===== src/design/nhse_pkg.sv =====
`default_nettype none

package nhse_pkg;

    // Q16.16 value
    typedef logic signed [31:0] q_t;

    // one operand of each of the three pairs of one lane
    typedef q_t vec3_t [3];

    localparam q_t Q_MAX = 32'sh7fff_ffff;
    localparam q_t Q_MIN = 32'sh8000_0000;
    localparam q_t Q_ZERO = 32'sh0000_0000;
    localparam q_t Q_THREE = 32'sh0003_0000;
    localparam logic [30:0] Q_ONE_U = 31'h0001_0000;

    // round(ln 2 * 2^32)
    localparam logic [32:0] LN2_Q32 = 33'd2977044472;

    // configuration register indexes
    localparam logic [1:0] REG_LAME_LAMBDA = 2'd0;
    localparam logic [1:0] REG_SHEAR_MODULUS = 2'd1;

    // unit latencies in enabled cycles
    localparam int unsigned LANE_LAT = 2;
    localparam int unsigned LOG_LAT = 20;
    localparam int unsigned DIV_LAT = 34;

    // saturate a wide sum to 32 bits
    function automatic q_t sat_q(input logic signed [35:0] v);
        if (v > 36'sh0_7fff_ffff) begin
            return Q_MAX;
        end else if (v < 36'shf_8000_0000) begin
            return Q_MIN;
        end
        return q_t'(v[31:0]);
    endfunction

    // product shifted by 16, rounded half away from zero, saturated
    function automatic q_t qmul_round(input logic signed [63:0] p);
        logic        neg;
        logic [63:0] mag;
        logic [47:0] sh;
        neg = p[63];
        mag = neg ? 64'(-p) : 64'(p);
        mag = mag + 64'h8000;
        sh = mag[63:16];
        if (!neg && sh > 48'h0000_7fff_ffff) begin
            return Q_MAX;
        end else if (neg && sh > 48'h0000_8000_0000) begin
            return Q_MIN;
        end
        return neg ? q_t'(32'd0 - sh[31:0]) : q_t'(sh[31:0]);
    endfunction

    // halve, rounding half away from zero
    function automatic q_t half_rnd(input q_t v);
        logic        neg;
        logic [32:0] mag;
        neg = v[31];
        mag = neg ? 33'd0 - 33'(v) : 33'(v);
        mag = mag + 33'd1;
        return neg ? q_t'(32'd0 - mag[32:1]) : q_t'(mag[32:1]);
    endfunction

endpackage

`default_nettype wire


===== src/design/nhse_div_unit.sv =====
`default_nettype none

module nhse_div_unit (
    input  logic         aclk,
    input  logic         en,
    input  nhse_pkg::q_t num,
    input  nhse_pkg::q_t den,
    output nhse_pkg::q_t quo
);
    import nhse_pkg::*;

    typedef struct packed {
        logic [30:0] rem;
        logic [31:0] low;
        logic [30:0] dv;
        logic        neg;
        logic        ovf;
        logic [31:0] q;
    } div_stage_t;

    div_stage_t  st_reg [33];
    logic [31:0] mag;
    logic [47:0] dividend;
    logic [31:0] q_last;
    q_t          quo_reg;

    // scale the numerator, add half the divisor for rounding
    always_comb begin
        mag = num[31] ? 32'd0 - 32'(num) : 32'(num);
        dividend = {mag, 16'd0} + 48'(den[30:1]);
    end

    always_ff @(posedge aclk) begin
        if (en) begin
            st_reg[0].rem <= 31'(dividend[47:32]);
            st_reg[0].low <= dividend[31:0];
            st_reg[0].dv  <= den[30:0];
            st_reg[0].neg <= num[31];
            st_reg[0].ovf <= 31'(dividend[47:32]) >= den[30:0];
            st_reg[0].q   <= '0;
        end
    end

    // restoring division, one quotient bit per step
    for (genvar s = 0; s < 32; s++) begin : g_step
        logic [31:0] r2;
        logic        ge;

        always_comb begin
            r2 = {st_reg[s].rem, st_reg[s].low[31]};
            ge = r2 >= {1'b0, st_reg[s].dv};
        end

        always_ff @(posedge aclk) begin
            if (en) begin
                st_reg[s+1].rem <= ge ? 31'(r2 - {1'b0, st_reg[s].dv}) : r2[30:0];
                st_reg[s+1].low <= {st_reg[s].low[30:0], 1'b0};
                st_reg[s+1].dv  <= st_reg[s].dv;
                st_reg[s+1].neg <= st_reg[s].neg;
                st_reg[s+1].ovf <= st_reg[s].ovf;
                st_reg[s+1].q   <= {st_reg[s].q[30:0], ge};
            end
        end
    end

    // apply sign and saturate
    assign q_last = st_reg[32].q;

    always_ff @(posedge aclk) begin
        if (en) begin
            if (st_reg[32].ovf) begin
                quo_reg <= st_reg[32].neg ? Q_MIN : Q_MAX;
            end else if (st_reg[32].neg) begin
                quo_reg <= (q_last > 32'h8000_0000) ? Q_MIN : q_t'(32'd0 - q_last);
            end else begin
                quo_reg <= q_last[31] ? Q_MAX : q_t'(q_last);
            end
        end
    end

    assign quo = quo_reg;

endmodule

`default_nettype wire


===== config.mk =====
export PLATFORM = sky130hd
export DESIGN_NAME = nhse_div_unit
export DESIGN_NICKNAME = d
export VERILOG_FILES = /design/src/design/nhse_pkg.sv /design/src/design/nhse_div_unit.sv
export SDC_FILE = /design/constraint.sdc
export NUM_CORES = 2
export LEC_CHECK = 0
export BUFFER_PORTS_ARGS = -buffer_cell sky130_fd_sc_hd__buf_4
export CAP_MARGIN = 20
export CORE_MARGIN = 4
export CORE_UTILIZATION = 30
export CTS_CLUSTER_DIAMETER = 150
export DETAILED_ROUTE_END_ITERATION = 10
export SYNTH_ARGS = -nofsm -noshare
export SYNTH_HDL_FRONTEND = slang
export SYNTH_MEMORY_MAX_BITS = 65536
export SYNTH_SLANG_ARGS = --single-unit

===== constraint.sdc =====
create_clock -name aclk -period 7.3 [get_ports aclk]
set_input_delay 1.095 -clock aclk [delete_from_list [all_inputs] [get_ports aclk]]
set_output_delay 1.095 -clock aclk [all_outputs]
set_load 0.005 [all_outputs]

==> results by group <==
Outcome
  – Outcome: finished with violations
  – Failing checks: DRC

Placement
  – Hpwl dp: 237000 um
  – Post-Place Cells: 19.1k
  – GPL Wtd Cong: 0.894
  – PortBufs: 96

Floorplanning
  – Core ar.: 0.490 sq mm
  – Initial core utilization: 30.1%
  – Io pins: 98
  – Die width: 709 um
  – Die Area: 0.503 sq mm
  – Row count: 257
  – Die Y: 709 um

Global routing
  – Total GRT Usage: 12.2%
  – First-pass GRT wire length: 501000 um
  – Busiest grt layer: met2
  – Met2 Usage GRT: 23.5%
  – Met1 Resource Use GR: 13.2%
  – Vias in the first global route: 94.4k
  – GRT overflow: 0
  – Largest net degree at the start of global routing: 197
  – Initial antenna violation count: 5
  – GRT met3 Usage: 1.45%

Clock network
  – Clk_lat worst skew: 940 ps
  – Post-CTS Setup Bufs: 0
  – CTS tree: yes
  – # hold bufs at CTS: 0
  – Root Driver: clkbuf_16
  – Num CTS Buffers: 301
  – Post-cts sizing count: 0
  – Num Clock Sinks: 2731
  – Clk buf depth: 4
  – Clk pin slew, worst setup/hold paths: 60 ps
  – H-tree depth: 5

Timing
  – Max Slew Vio Count: 0
  – Tmin final: 5840 ps
  – Final setup fails: 0
  – Slew @ Worst Pin: 1090 ps
  – Period Utilization, post-route: 80.1%
  – Setup repair after global routing missed its margin: false
  – Fin. Hold Viols: 0
  – Post-route setup TNS: 0 ps
  – Clk_skew: 56.9 ps
  – Slew Limit Headroom: 25.7%
  – Peak Freq: 0.171 GHz

Cells and area
  – Final core utilization: 33.9%
  – Fin cells: 19.6k
  – Max FFs per register: 2699
  – Area added between synthesis and finish: 12.6%
  – Layout cells sized above 1: 8.39%
  – Nets@finish: 14.0k

Yosys
  – Cells after Synth: 12.7k
  – Register bit total from synthesis: 2731
  – Register area share after synthesis: 55.6%
  – Total nets after synthesis: 13.9k
  – Synth cell types: 98
  – Synthesis warning total: 0
  – FFs w/ async S/R, synth: 0%
  – Top_reg_cell synth: edfxtp_1
  – Area contributors post-synth: edfxtp_1, ha_1, a21oi_1
  – Share of the synthesized area in the top cell type: 55.6%
  – Number of synthesized flops with an enable pin: 2731
  – Commonest cells in the netlist: edfxtp_1, inv_1, a21oi_1
  – Leading area contributor after synthesis: edfxtp_1
  – Mapped Area: 0.148 sq mm
  – Most frequent cell after synthesis: edfxtp_1
  – Syn Area/Cell: 11.6 sq um

Route
  – Via density: 4.84
  – Routed WL: 317000 um
  – Drt wl/cell: 16.1 um
  – Vias after detailed routing: 95.0k
  – DR pass1 iterations: 11
  – DRT iter0 DRCs: 5811
  – DRC violations left: 2
  – Post-DRT Antenna Nets: 0

Min path
  – Hold Crit Start: den[9]
  – HP Class: primary input to flop

Pwr
  – P_leak: 65.7 nW
  – Pwr per Cell Area: 425 mW/mm^2
  – VDD IR max: 0.260 mV

Worst setup path
  – Critical Path Fanout Max: 4
  – R2r startpoint: st_reg[15][96]$_DFFE_PP_
  – Worst EP required: 7960 ps
  – Crit path launch: num[4]
  – Worst EP arrival: 6500 ps
  – CP endpoint kind: flop
  – Critical path type: primary input to flop
  – Startpoint types: primary input

Run
  – Max_cap viols: 0
routing by layer:
| layer | vias to the layer above | share of wire [%] |
|---|---|---|
| li1 | 47300 | - |
| met1 | 45400 | 39 |
| met2 | 1665 | 53 |
| met3 | 694 | 3.2 |
| met4 | 0 | 4.5 |
| met5 | - | 0 |
stage by stage:
step | setup WS [ps] | power (mW) | area (sq um) | hold WS, ps
2_1_floorplan | 876 | 47.9 | 148000 | 400
3_3_place_gp | 381 | 55.0 | 156000 | 400
3_5_place_dp | 511 | 55.4 | 156000 | 405
4_1_cts | 1520 | 71.1 | 166000 | 271
5_1_grt | 1120 | 75.7 | 166000 | 307
6_report | 1460 | 70.6 | 166000 | 371
kinds of logic (layout without fill, tap and decap cells):
| group | after synthesis | after routing | synth area share [%] |
|---|---|---|---|
| AOI/OAI and AO/OA | 3391 | 3391 | 14.2 |
| DFF | 2731 | 2731 | 55.6 |
| and+or+nand+nor | 2710 | 2710 | 8.75 |
| buffers and inverters | 1542 | 1978 | 3.96 |
| adders and majority gates | 1059 | 1059 | 9.14 |
| xor gates and xnor gates | 881 | 881 | 5.23 |
| muxes | 415 | 415 | 3.14 |
| other | 0 | 3 | 0 |
worst paths after layout:
kind / endpoint / slack, ps / depth (start not counted)
hold / removal: st_reg[0][73]$_DFFE_PP_ / 370 / 1
setup / recovery: st_reg[0][32]$_DFFE_PP_ / 1460 / 23
setup reg to reg: st_reg[16][101]$_DFFE_PP_ / 2730 / 13
hold reg to reg: st_reg[28][1]$_DFFE_PP_ / 390 / 0
critical path, stage by stage:
cell      delay [ps]
buf_4            120
or3_1            410
or4_4            510
or4_4            460
or3_1            370
or3_4            370
o31ai_1          250
xnor2_1          160
ha_1             270
a21o_1           180
a21o_1           170
a21oi_1          200
nor2b_1           70
o21a_1           160
o21ai_0          160
nand2b_1          80
a21oi_1          150
o31ai_1          100
xnor2_1          150
ha_1             200
or4_1            540
a211oi_1         230
a211oi_1         100
where the power goes:
| group | internal (mW) | switching, mW |
|---|---|---|
| clock | 8.88 | 6.38 |
| sequential | 22.8 | 1.99 |
| combinational | 13.4 | 17.2 |
layout by cell type (no fill, tap or decap), types with 21 or more instances in the layout:
master	instances
fa_1	32
clkbuf_16	303
ha_1	1027
nor3_1	144
a21oi_1	1135
o21a_1	132
nand4_1	148
and4_1	21
o211ai_1	50
clkinv_2	44
nor4_1	39
a21boi_0	43
nor2_1	764
xor2_1	341
a31oi_1	117
o21ai_0	781
clkbuf_1	53
inv_1	1255
bufinv_16	33
and3_1	95
nand3_1	148
or2_2	25
o21bai_1	127
o221ai_1	21
a21o_1	495
nand2_1	798
clkinv_1	61
and2_1	47
mux2_2	388
nand2b_1	165
nor2b_1	156
xnor2_1	540
o31ai_1	65
mux2i_1	27
edfxtp_1	2731
or3_1	73
a31o_2	24
buf_4	160
a211oi_1	93
cell type report:
class / count / area (sq um)
fillers: 48500 / 324000
clock inverters: 192 / 2150
flip-flops and latches: 2731 / 82000
well taps: 6475 / 8100
diodes: 3 / 7.51
clock buffers: 356 / 7780
inverters: 1256 / 4710
multi-input cells: 8456 / 60000
repair buffers: 174 / 1470
(Power assumes the default switching activity.)
